File: src/design/sm3_pkg.sv
`default_nettype none
// ----------------------------------------------------------------------------
// sm3_pkg
// Shared constants, control struct and round helper functions for the SM3 core.
// ----------------------------------------------------------------------------
package sm3_pkg;

    localparam logic [31:0] C_SM3_IV [0:7] = '{
        32'h7380166f, 32'h4914b2b9, 32'h172442d7, 32'hda8a0600,
        32'ha96f30bc, 32'h163138aa, 32'he38dee4d, 32'hb0fb0e4e
    };

    localparam logic [31:0] C_TJ_LOW  = 32'h79cc4519;
    localparam logic [31:0] C_TJ_HIGH = 32'h7a879d8a;
    localparam logic [7:0]  C_PAD_BYTE = 8'h80;

    typedef struct packed {
        logic       start;
        logic       reload;
        logic       wr_en;
        logic [3:0] wr_idx;
    } t_cmp_ctrl;

    function automatic logic [31:0] rotl32(input logic [31:0] x, input logic [4:0] n);
        logic [63:0] d;
        d = {x, x} << n;
        return d[63:32];
    endfunction

    function automatic logic [31:0] perm0(input logic [31:0] x);
        return x ^ rotl32(x, 5'd9) ^ rotl32(x, 5'd17);
    endfunction

    function automatic logic [31:0] perm1(input logic [31:0] x);
        return x ^ rotl32(x, 5'd15) ^ rotl32(x, 5'd23);
    endfunction

    function automatic logic [31:0] tj_rot(input logic [5:0] j);
        logic [31:0] t;
        t = (j < 6'd16) ? C_TJ_LOW : C_TJ_HIGH;
        return rotl32(t, j[4:0]);
    endfunction

endpackage
`default_nettype wire

File: src/design/sm3_compress.sv
`default_nettype none
// ----------------------------------------------------------------------------
// sm3_compress
// One-round-per-cycle SM3 compression with a shifting message expansion window.
// ----------------------------------------------------------------------------
module sm3_compress
    import sm3_pkg::*;
(
    input  wire logic             i_clk,
    input  wire logic             i_rst_n,
    input  wire t_cmp_ctrl        i_ctrl,
    input  wire logic [31:0]      i_wr_data,
    output logic                  o_busy,
    output logic                  o_done,
    output logic [7:0][31:0]      o_chain
);

    logic [31:0]       r_win [0:15];
    logic [31:0]       r_a, r_b, r_c, r_d, r_e, r_f, r_g, r_h;
    logic [7:0][31:0]  r_chain;
    logic              r_busy;
    logic [6:0]        r_round;

    logic              run;
    logic [31:0]       a12, ss1, ss2, ff, gg, tt1, tt2, w_new;

    assign run    = r_busy && !r_round[6];
    assign o_busy = r_busy;
    assign o_done = r_busy && r_round[6];
    assign o_chain = r_chain;

    always_comb begin
        a12 = rotl32(r_a, 5'd12);
        ss1 = rotl32(a12 + r_e + tj_rot(r_round[5:0]), 5'd7);
        ss2 = ss1 ^ a12;
        if (r_round[6:4] == 3'd0) begin
            ff = r_a ^ r_b ^ r_c;
            gg = r_e ^ r_f ^ r_g;
        end else begin
            ff = (r_a & r_b) | (r_a & r_c) | (r_b & r_c);
            gg = (r_e & r_f) | (~r_e & r_g);
        end
        tt1 = ff + r_d + ss2 + (r_win[0] ^ r_win[4]);
        tt2 = gg + r_h + ss1 + r_win[0];
        w_new = perm1(r_win[0] ^ r_win[7] ^ rotl32(r_win[13], 5'd15))
              ^ rotl32(r_win[3], 5'd7) ^ r_win[10];
    end

    // control and chaining value
    always_ff @(posedge i_clk) begin
        if (!i_rst_n) begin
            r_busy  <= 1'b0;
            r_round <= '0;
            for (int i = 0; i < 8; i++) r_chain[i] <= C_SM3_IV[i];
        end else begin
            if (i_ctrl.start) begin
                r_busy  <= 1'b1;
                r_round <= '0;
            end else if (r_busy) begin
                if (r_round[6]) begin
                    r_busy  <= 1'b0;
                    r_round <= '0;
                end else begin
                    r_round <= r_round + 7'd1;
                end
            end
            if (i_ctrl.reload) begin
                for (int i = 0; i < 8; i++) r_chain[i] <= C_SM3_IV[i];
            end else if (o_done) begin
                r_chain[0] <= r_chain[0] ^ r_a;
                r_chain[1] <= r_chain[1] ^ r_b;
                r_chain[2] <= r_chain[2] ^ r_c;
                r_chain[3] <= r_chain[3] ^ r_d;
                r_chain[4] <= r_chain[4] ^ r_e;
                r_chain[5] <= r_chain[5] ^ r_f;
                r_chain[6] <= r_chain[6] ^ r_g;
                r_chain[7] <= r_chain[7] ^ r_h;
            end
        end
    end

    // working registers
    always_ff @(posedge i_clk) begin
        if (!i_rst_n) begin
            r_a <= '0; r_b <= '0; r_c <= '0; r_d <= '0;
            r_e <= '0; r_f <= '0; r_g <= '0; r_h <= '0;
        end else if (i_ctrl.start) begin
            r_a <= r_chain[0]; r_b <= r_chain[1]; r_c <= r_chain[2]; r_d <= r_chain[3];
            r_e <= r_chain[4]; r_f <= r_chain[5]; r_g <= r_chain[6]; r_h <= r_chain[7];
        end else if (run) begin
            r_d <= r_c;
            r_c <= rotl32(r_b, 5'd9);
            r_b <= r_a;
            r_a <= tt1;
            r_h <= r_g;
            r_g <= rotl32(r_f, 5'd19);
            r_f <= r_e;
            r_e <= perm0(tt2);
        end
    end

    // expansion window
    always_ff @(posedge i_clk) begin
        if (i_ctrl.wr_en) begin
            r_win[i_ctrl.wr_idx] <= i_wr_data;
        end else if (run) begin
            for (int i = 0; i < 15; i++) r_win[i] <= r_win[i + 1];
            r_win[15] <= w_new;
        end
    end

endmodule
`default_nettype wire

File: src/design/sm3_hash_core.sv
`default_nettype none
// ----------------------------------------------------------------------------
// sm3_hash_core
// SM3 hash of a byte message delivered as big-endian 32-bit words.
// ----------------------------------------------------------------------------
// input channel: i_valid / o_ready with i_data_word, i_valid_bytes, i_final_word.
// a non-final word carries four bytes; the sixteenth word of a block starts a
// compression (one round per cycle in the shared round unit plus the chaining
// fold), during which o_ready is low. the sustained word rate is set by the
// 64 rounds and the fold per block.
// the final word carries 0 to 4 bytes; padding words are written one per cycle,
// followed by one or two compressions, after which the digest is presented.
// output channel: o_valid / i_ready with o_digest_word, o_digest_index and
// o_digest_last; eight requests V0..V7, one per cycle when i_ready is high.
// a stalled receiver simply holds the current digest word; no input is taken
// until the eighth word is delivered, then the chaining value reloads the IV.
// reset is synchronous active low and returns the block to the initial vector
// with an empty message.
// ----------------------------------------------------------------------------
module sm3_hash_core
    import sm3_pkg::*;
(
    input  wire logic        i_clk,
    input  wire logic        i_rst_n,
    input  wire logic        i_valid,
    output logic             o_ready,
    input  wire logic [31:0] i_data_word,
    input  wire logic [2:0]  i_valid_bytes,
    input  wire logic        i_final_word,
    output logic             o_valid,
    input  wire logic        i_ready,
    output logic [31:0]      o_digest_word,
    output logic [2:0]       o_digest_index,
    output logic             o_digest_last
);

    localparam logic [1:0] ST_IDLE = 2'd0;
    localparam logic [1:0] ST_COMP = 2'd1;
    localparam logic [1:0] ST_FILL = 2'd2;
    localparam logic [1:0] ST_OUT  = 2'd3;

    logic [1:0]  r_state,   n_state;
    logic [3:0]  r_pos,     n_pos;
    logic [63:0] r_bitlen,  n_bitlen;
    logic        r_final,   n_final;
    logic        r_pend80,  n_pend80;
    logic        r_extra,   n_extra;
    logic [3:0]  r_widx,    n_widx;
    logic [2:0]  r_out_idx, n_out_idx;

    t_cmp_ctrl        cmp_ctrl;
    logic [31:0]      wr_data;
    logic             cmp_busy;
    logic             cmp_done;
    logic [7:0][31:0] chain;

    logic        in_acc, out_acc;
    logic [2:0]  nvalid;
    logic [31:0] fin_word;
    logic [31:0] fill_word;

    assign o_ready        = (r_state == ST_IDLE);
    assign o_valid        = (r_state == ST_OUT);
    assign in_acc         = i_valid && o_ready;
    assign out_acc        = o_valid && i_ready;
    assign o_digest_word  = chain[r_out_idx];
    assign o_digest_index = r_out_idx;
    assign o_digest_last  = (r_out_idx == 3'd7);

    assign nvalid = (i_valid_bytes > 3'd4) ? 3'd4 : i_valid_bytes;

    always_comb begin
        case (nvalid)
            3'd0:    fin_word = {C_PAD_BYTE, 24'd0};
            3'd1:    fin_word = {i_data_word[31:24], C_PAD_BYTE, 16'd0};
            3'd2:    fin_word = {i_data_word[31:16], C_PAD_BYTE, 8'd0};
            3'd3:    fin_word = {i_data_word[31:8], C_PAD_BYTE};
            default: fin_word = i_data_word;
        endcase
    end

    always_comb begin
        if (r_pend80) begin
            fill_word = {C_PAD_BYTE, 24'd0};
        end else if (r_widx == 4'd14 && !r_extra) begin
            fill_word = r_bitlen[63:32];
        end else if (r_widx == 4'd15 && !r_extra) begin
            fill_word = r_bitlen[31:0];
        end else begin
            fill_word = '0;
        end
    end

    always_comb begin
        n_state   = r_state;
        n_pos     = r_pos;
        n_bitlen  = r_bitlen;
        n_final   = r_final;
        n_pend80  = r_pend80;
        n_extra   = r_extra;
        n_widx    = r_widx;
        n_out_idx = r_out_idx;
        cmp_ctrl  = '0;
        wr_data   = '0;
        unique case (r_state)
            ST_IDLE: begin
                if (in_acc) begin
                    cmp_ctrl.wr_en  = 1'b1;
                    cmp_ctrl.wr_idx = r_pos;
                    if (!i_final_word) begin
                        wr_data  = i_data_word;
                        n_bitlen = r_bitlen + 64'd32;
                        n_pos    = r_pos + 4'd1;
                        n_final  = 1'b0;
                        if (r_pos == 4'd15) begin
                            cmp_ctrl.start = 1'b1;
                            n_state        = ST_COMP;
                        end
                    end else begin
                        wr_data  = fin_word;
                        n_bitlen = r_bitlen + {58'd0, nvalid, 3'b000};
                        n_final  = 1'b1;
                        n_pend80 = (nvalid == 3'd4);
                        n_extra  = (nvalid != 3'd4) && (r_pos >= 4'd14);
                        if (r_pos == 4'd15) begin
                            cmp_ctrl.start = 1'b1;
                            n_state        = ST_COMP;
                        end else begin
                            n_widx  = r_pos + 4'd1;
                            n_state = ST_FILL;
                        end
                    end
                end
            end
            ST_FILL: begin
                cmp_ctrl.wr_en  = 1'b1;
                cmp_ctrl.wr_idx = r_widx;
                wr_data         = fill_word;
                if (r_pend80) begin
                    n_pend80 = 1'b0;
                    if (r_widx >= 4'd14) n_extra = 1'b1;
                end
                n_widx = r_widx + 4'd1;
                if (r_widx == 4'd15) begin
                    cmp_ctrl.start = 1'b1;
                    n_state        = ST_COMP;
                end
            end
            ST_COMP: begin
                if (cmp_done) begin
                    if (!r_final) begin
                        n_state = ST_IDLE;
                    end else if (r_pend80 || r_extra) begin
                        n_widx  = '0;
                        n_extra = 1'b0;
                        n_state = ST_FILL;
                    end else begin
                        n_out_idx = '0;
                        n_state   = ST_OUT;
                    end
                end
            end
            ST_OUT: begin
                if (out_acc) begin
                    n_out_idx = r_out_idx + 3'd1;
                    if (r_out_idx == 3'd7) begin
                        cmp_ctrl.reload = 1'b1;
                        n_bitlen        = '0;
                        n_pos           = '0;
                        n_final         = 1'b0;
                        n_state         = ST_IDLE;
                    end
                end
            end
            default: begin
                n_state = ST_IDLE;
            end
        endcase
    end

    always_ff @(posedge i_clk) begin
        if (!i_rst_n) begin
            r_state   <= ST_IDLE;
            r_pos     <= '0;
            r_bitlen  <= '0;
            r_final   <= 1'b0;
            r_pend80  <= 1'b0;
            r_extra   <= 1'b0;
            r_widx    <= '0;
            r_out_idx <= '0;
        end else begin
            r_state   <= n_state;
            r_pos     <= n_pos;
            r_bitlen  <= n_bitlen;
            r_final   <= n_final;
            r_pend80  <= n_pend80;
            r_extra   <= n_extra;
            r_widx    <= n_widx;
            r_out_idx <= n_out_idx;
        end
    end

    sm3_compress u_compress (
        .i_clk     (i_clk),
        .i_rst_n   (i_rst_n),
        .i_ctrl    (cmp_ctrl),
        .i_wr_data (wr_data),
        .o_busy    (cmp_busy),
        .o_done    (cmp_done),
        .o_chain   (chain)
    );

`ifndef SYNTHESIS
    // no digest request while a compression is still folding
    a_out_not_busy: assert property (@(posedge i_clk) disable iff (!i_rst_n)
        o_valid |-> !cmp_busy)
        else $error("digest presented during compression");

    // a compression is never restarted while running
    a_start_idle: assert property (@(posedge i_clk) disable iff (!i_rst_n)
        cmp_ctrl.start |-> !cmp_busy)
        else $error("compression started while busy");

    // delivering the eighth word returns the block to accepting input
    a_last_to_idle: assert property (@(posedge i_clk) disable iff (!i_rst_n)
        (o_valid && i_ready && o_digest_last) |=> (o_ready && r_bitlen == 64'd0))
        else $error("block not idle after last digest word");
`endif

endmodule
`default_nettype wire

File: config.mk
export PLATFORM = sky130hd
export DESIGN_NAME = sm3_hash_core
export DESIGN_NICKNAME = d
export VERILOG_FILES = /design/src/design/sm3_pkg.sv /design/src/design/sm3_compress.sv /design/src/design/sm3_hash_core.sv
export SDC_FILE = /design/constraint.sdc
export NUM_CORES = 2
export LEC_CHECK = 0
export BUFFER_PORTS_ARGS = -buffer_cell sky130_fd_sc_hd__buf_2
export CAP_MARGIN = 25
export CORE_MARGIN = 10
export CORE_UTILIZATION = 45
export DETAILED_ROUTE_END_ITERATION = 8
export GPL_TIMING_DRIVEN = 1
export PLACE_DENSITY_LB_ADDON = 0.12
export SLEW_MARGIN = 30
export SYNTH_ARGS = -nofsm -noshare
export SYNTH_HDL_FRONTEND = slang
export SYNTH_SLANG_ARGS = --single-unit
File: constraint.sdc
create_clock -name i_clk -period 24.5 [get_ports i_clk]
set_clock_uncertainty 0.2 [all_clocks]
set_input_delay 1.225 -clock i_clk [delete_from_list [all_inputs] [get_ports i_clk]]
set_output_delay 1.225 -clock i_clk [all_outputs]
set_load 0.05 [all_outputs]
Yosys cells after proc, flatten, opt, wreduce, memory -nomap -nowiden. Memory sizes are Yosys's and may differ from the RTL's. Cells that the tools add are included.

$add $sub $neg: 14. Order comparisons: 5. Equal/unequal tests: 26. Shift operators: 1. Muxes and demuxes: 99. Bitwise gates (word level): 32. Reductions and logical operators: 28.

Operator list (number): 2-to-1 mux 32 bit (25); XOR 32 bit (22); adder 32 bit (8); 2-to-1 mux 64 bit (4); bitwise AND 32 bit (5); case mux 32 bit (4 select lines) (1); case mux 64 bit (2 select lines) (1); binary-select mux 32 bit (select 3 bit) (1); bitwise OR 32 bit (3); adder 64 x 6 -> 64 bit (1); adder 64 x 6 -> 64 bit (second input constant) (1); case mux 32 bit (2 select lines) (1); << shifter 64 x 5 -> 64 bit (1); 2-to-1 mux 4 bit (11); NOT 32 bit (1); OR reduction 32 bit (1); 2-to-1 mux 1 bit (29); 2-to-1 mux 26 bit (1); 2-to-1 mux 2 bit (9); != test 2 bit (second input constant) (9); 2-to-1 mux 3 bit (5); == test 4 bit (second input constant) (3); case mux 4 bit (3 select lines) (1); case mux 5 bit (2 select lines) (1); other kinds (37) (60).

Bits in registers: 600. Memory bits (writable): 512. Bits of input ports: 40. Output and inout bits: 38. Word-level logic and storage cells: 232. Memories: 1.

Memories: u_compress.r_win (depth 16, width 32, rd ports 16, clocked after memory_dff 0, wr ports 16, line sm3_compress.sv:18) `logic [31:0] r_win [0:15];`.

Depth between registers and ports, before layout.
Depth after elaboration: 11. Mapped depth: 40.

Cells and area by module. From an unflattened synthesis, not the netlist that was laid out.

Cells, all modules: 6682. Area total of the unflattened synthesis: 63156.8 um^2.

By module, submodules not included: sm3_compress (times used 1, cells each 5938, area an instance 56445.4 um^2); sm3_hash_core (times used 1, cells each 744, area an instance 6711.4 um^2).

Worst setup path before layout. OpenSTA, ideal clock, no wires.

Kind: reg-to-reg. From: register u_compress.r_round[4]. To: register u_compress.r_e[31]. Setup time: 115 ps. Data arrival time: 8128 ps. Required time: 24185 ps. Path slack: 16057 ps. Stages on the path, launching flop included: 36. Buffers on the path: 1. Path through: dfxtp_1 -> or2_2 -> clkbuf_1 -> inv_1 -> ha_1 -> and2_1 -> o21ai_0 -> o211ai_1 -> nor2_1 -> a21oi_1 -> mux2i_1 -> fa_1 -> inv_1 -> ha_1 -> a211oi_1 -> o21ai_1 -> a21o_1 -> o211a_1 -> o311a_1 -> o21a_1 -> nor2_1 -> xor2_1 -> fa_1 -> fa_1 -> inv_1 -> ha_1 -> fa_1 -> a211oi_2 -> nor2_1 -> o21ai_1 -> o21ai_2 -> a21oi_1 -> o41ai_2 -> xor2_1 -> or4b_1 -> a31o_1.

Word-level cells in the longest chain between the ends: 10. Elaborated cells between the ends (all ways): 13.

RTL lines: start, declared (line sm3_compress.sv:22) `logic [6:0] r_round;`; start signal, assigned (line sm3_compress.sv:64) `r_round <= r_round + 7'd1;`; less-than comparator 6 x 5 -> 1 bit (line sm3_pkg.sv:40) `t = (j < 6'd16) ? C_TJ_LOW : C_TJ_HIGH;`; 2-to-1 mux 26 bit (line sm3_pkg.sv:40); << shifter 64 x 5 -> 64 bit (line sm3_pkg.sv:26) `d = {x, x} << n;`; adder 32 bit (line sm3_compress.sv:34) `ss1 = rotl32(a12 + r_e + tj_rot(r_round[5:0]), 5'd7);`; adder 32 bit (*) (2 in a row) (line sm3_compress.sv:44) `tt2 = gg + r_h + ss1 + r_win[0];`; XOR 32 bit (line sm3_pkg.sv:31) `return x ^ rotl32(x, 5'd9) ^ rotl32(x, 5'd17);`; XOR 32 bit (*) (line sm3_pkg.sv:31); 2-to-1 mux 32 bit (*) (line sm3_compress.sv:90) `end else if (run) begin`; 2-to-1 mux 32 bit (*) (line sm3_compress.sv:87) `end else if (i_ctrl.start) begin`; end signal, assigned (line sm3_compress.sv:89) `r_e <= r_chain[4]; r_f <= r_chain[5]; r_g <= r_chain[6]; r_h <= r_chain[7];`; end signal, assigned (line sm3_compress.sv:98) `r_e <= perm0(tt2);`; end, declared (line sm3_compress.sv:19) `logic [31:0] r_a, r_b, r_c, r_d, r_e, r_f, r_g, r_h;`.

Every way passes the cells marked *; elsewhere a longest branch is shown, timed or not. The select of a mux whose other input is x is not followed. A chain may end at the register's enable or synchronous reset.

Final worst setup path.
From: register u_compress.r_round[4]. To: register u_compress.r_a[31].

Word-level cells in the longest chain between the ends: 9. Elaborated cells between the ends (all ways): 12.

RTL lines: less-than comparator 6 x 5 -> 1 bit (line sm3_pkg.sv:40); 2-to-1 mux 26 bit (line sm3_pkg.sv:40); << shifter 64 x 5 -> 64 bit (line sm3_pkg.sv:26); adder 32 bit (line sm3_compress.sv:34); XOR 32 bit (line sm3_compress.sv:35) `ss2 = ss1 ^ a12;`; adder 32 bit (*) (2 in a row) (line sm3_compress.sv:43) `tt1 = ff + r_d + ss2 + (r_win[0] ^ r_win[4]);`; 2-to-1 mux 32 bit (*) (line sm3_compress.sv:90); 2-to-1 mux 32 bit (*) (line sm3_compress.sv:87); end signal, assigned (line sm3_compress.sv:88) `r_a <= r_chain[0]; r_b <= r_chain[1]; r_c <= r_chain[2]; r_d <= r_chain[3];`; end signal, assigned (line sm3_compress.sv:94) `r_a <= tt1;`; end, declared (line sm3_compress.sv:19).

Marked as above.

==> run summary <==
### Clock tree
- 130 — number of buffers created by CTS
- 0 — Post-CTS Setup Bufs
- 1109 — CTS sink cnt
- 4 — H-tree depth
- 50 ps — clock-pin slew reported for the worst setup and hold paths after clock tree synthesis
- yes — CTS tree
- clkbuf_16 — Root Buffer
- 3 — Bufs on Longest Clock Path
- 0 — Gates resized, CTS repair
- 0 — hold buffer count at cts
- 790 ps — worst-skew pair later-pin latency

### Pwr
- 0.0645 mV — Max IR drop VDD
- 36.1% — sequential share of power
- 32.3% — clock power share
- 29.0 nW — static leakage power
- 5.98 mW — Design Power
- 87.1 nW/um^2 — Power per Cell Area
- 2.08 mW — net switching power of the design
- 3.89 mW — Int Power
- 31.6% — logic gate share of total power
- 34.9% — Net Sw Frac

### Yosys
- 43.9% — sequential element share of the synthesized area
- dfxtp_1 — Most used DFF post-synth
- 512 — number of enable-type register cells in the synthesized netlist
- 6643 — Syn Nets
- 0% — proportion of synthesized flip-flops having asynchronous set or reset
- 62300 um^2 — Mapped Area
- 6298 — gate count of the mapped netlist
- 9.89 um^2 — post-synthesis average cell area
- 1109 — register bit count reported by yosys
- 0 — warnings from Yosys
- 91 — number of library cell types mapped by synthesis

### Place
- 157000 um — HPWL after DPL
- 14620 ps — post-placement setup slack
- 1.01 — RD Place Congestion
- 64300 um^2 — total cell area at the placement stage
- 77 — count of buffers from port buffering
- 7845 — placed insts

### Finish
- 8082 — non-filler cells in the finished layout
- 6533 — number of nets in the final layout
- 10.2% — post-synthesis to final-layout area growth
- 49.9% — Post-Route Utilization
- 8.32% — proportion of layout cells with a drive suffix above 1
- 68600 um^2 — area of all placed cells without fillers

### Critical path
- 42 — maximum fanout count along the critical path
- 25010 ps — data required time at the worst endpoint
- inv_1 — cell occurring most often along the worst timing path
- a2111oi_0 — cell with the largest stage delay on the worst path
- reg -> reg — start-to-end type of the worst setup path
- flop — Worst Setup Start Kind
- 10540 ps — arrival time worst endpoint
- flop — crit end category
- 620 ps — CP max stage delay

### Floorplanning
- 392 um — vertical extent of the die
- 78 — IO Count
- 392 um — DIE WIDTH
- 137000 um^2 — core region area
- 136 — row count
- 45.3% — initial core utilization
- 154000 um^2 — Total Die Area

### Timing
- 10030 ps — time the worst path needs with I/O delays and setup
- 0 — Finish-stage setup viols
- 29.9% — normalized max-slew margin
- 0 — Final Hold Fails
- 14470 ps — PnR worst setup slack
- 0 — number of max-slew violations in the final report
- 0 ps — sum of negative setup slack
- 40.9% — period utilization
- 1050 ps — transition at the pin with the smallest max-transition slack
- 99.7 MHz — maximum achievable frequency
- no — setup repair after global routing missed its margin
- 302 ps — Hold WS

### Drt
- 5.97 — detailed-route vias per instance
- 4726 — violation count after the first detailed-routing iteration
- 6 — number of iterations in the first detailed-routing pass
- 0 — Remaining DRCs
- 222000 um — aggregate routed wire length
- 0 — number of nets still failing antenna checks after routing
- 27.4 um — wire per inst
- 48300 — count of vias placed by the detailed router

### Global route
- 0 — global-route congestion overflow total
- 220 — pin count of the biggest net entering global routing
- 2 — initial antenna violation count
- 45500 — via count of the first global-routing pass
- 28.3% — total routing resource utilization after global routing
- 322000 um — global-route wire length before repair

### Run status
- completed — run status

### Flow run
- 0 — MaxCap Viol Count

### Min path
- reg -> reg — class of the tightest hold or removal check

==> critical path, delay by kind of cell, from the launching register on <==
family / cells / cell delay, ps
multiplexers: 1 / 310
AO/OA/AOI/OAI: 13 / 3310
buffers and inverters: 7 / 890
AND/OR/NAND/NOR: 8 / 1840
adder cells (fa/ha/maj): 8 / 2590
flip-flops: 1 / 290
XOR/XNOR: 2 / 510
==> registers in the layout, summed over array words and instances (netlist names), 7 cells and up <==
register and flops:
r_bitlen 61, u_compress.r_f 32, u_compress.r_a 32, u_compress.o_chain 256, u_compress.r_e 32, u_compress.r_g 32
u_compress.r_d 32, u_compress.r_win 512, u_compress.r_c 32, u_compress.r_h 32, u_compress.r_round 7, u_compress.r_b 32
==> path summary, 6_finish.rpt <==
path                                               from                  to  slack [ps]  depth (start not counted)
worst max-delay path              u_compress.r_round[4]  u_compress.r_a[31]       14470                         39
worst min-delay path            u_compress.o_chain[145]  u_compress.r_e[17]         300                          2
worst max register to register    u_compress.r_round[4]  u_compress.r_a[31]       14470                         39
worst min register to register  u_compress.o_chain[145]  u_compress.r_e[17]         300                          2
==> synth_stat cells (all sizes together), types with 21 or more instances <==
master    n  area (um^2)
nand2   714         2680
dfxtp   597        12000
nor2    547         2050
a21o    528         3960
edfxtp  512        15400
clkbuf  361         1360
o21ai   351         1760
xnor2   333         2920
inv     314         1180
a21oi   288         1450
xor2    267         2340
fa      189         3780
and3    145          907
a311oi  144         1260
ha      116         1450
o211ai  116          876
nand3    71          355
mux4     64         1440
mux2i    60          601
nor3     56          285
mux2     45          507
buf      44          173
nand4    32          200
a22oi    31          233
a211oi   29          233
nand2b   25          156
nor2b    24          150
a31oi    21          131
o211a    21          210
==> cell families after synthesis <==
kind of cell	share of synthesized area (%)
fa+ha+maj	8.41
xor+xnor	9.02
flops	43.9
compound gates	18.5
mux	4.09
buf+inv	4.36
simple gates	11.7
==> power by group through the flow <==
stage	clock network (mW)	registers, mW	logic (mW)
after floorplan	0	2.13	1.29
after CTS	1.96	2.15	1.87
after global placement	0	2.19	1.85
after global routing	2.03	2.16	2.02
final	1.93	2.16	1.89
after detailed placement	0	2.19	1.86
==> area by class of cell <==
class                      instances  area [um^2]
sequential                      1109        27300
tap                             1794         2240
multi-input combinational       4467        32500
timing repair buffer             163         1160
antenna                            2         5.00
fill                           12700        68900
clock inverter                    48          482
clock buffer                     182         3670
inverter                         317         1200
==> metal layers <==
metal	global-route usage (%)	share of wire (%)	vias to the layer above
met1	37.3	42	24200
met5	0	0.0095	-
met3	4.70	6.7	390
met4	14.0	5.6	4
met2	45.1	46	1729
li1	-	-	22000
==> cell usage in the layout, fill, tap and decap left out, drive strengths merged, types with 56 or more instances in the layout <==
cell type | Yosys | layout
buf | 44 | 162
nand3 | 71 | 71
xnor2 | 333 | 333
o211ai | 116 | 116
fa | 189 | 189
nand2 | 714 | 714
edfxtp | 512 | 512
mux4 | 64 | 64
and3 | 145 | 145
dfxtp | 597 | 597
ha | 116 | 116
clkbuf | 361 | 183
a311oi | 144 | 144
xor2 | 267 | 267
inv | 314 | 323
o21ai | 351 | 351
nor2 | 547 | 547
nor3 | 56 | 56
a21o | 528 | 528
mux2i | 60 | 60
a21oi | 288 | 288
No activity file was read; power rests on OpenSTA's default activity.
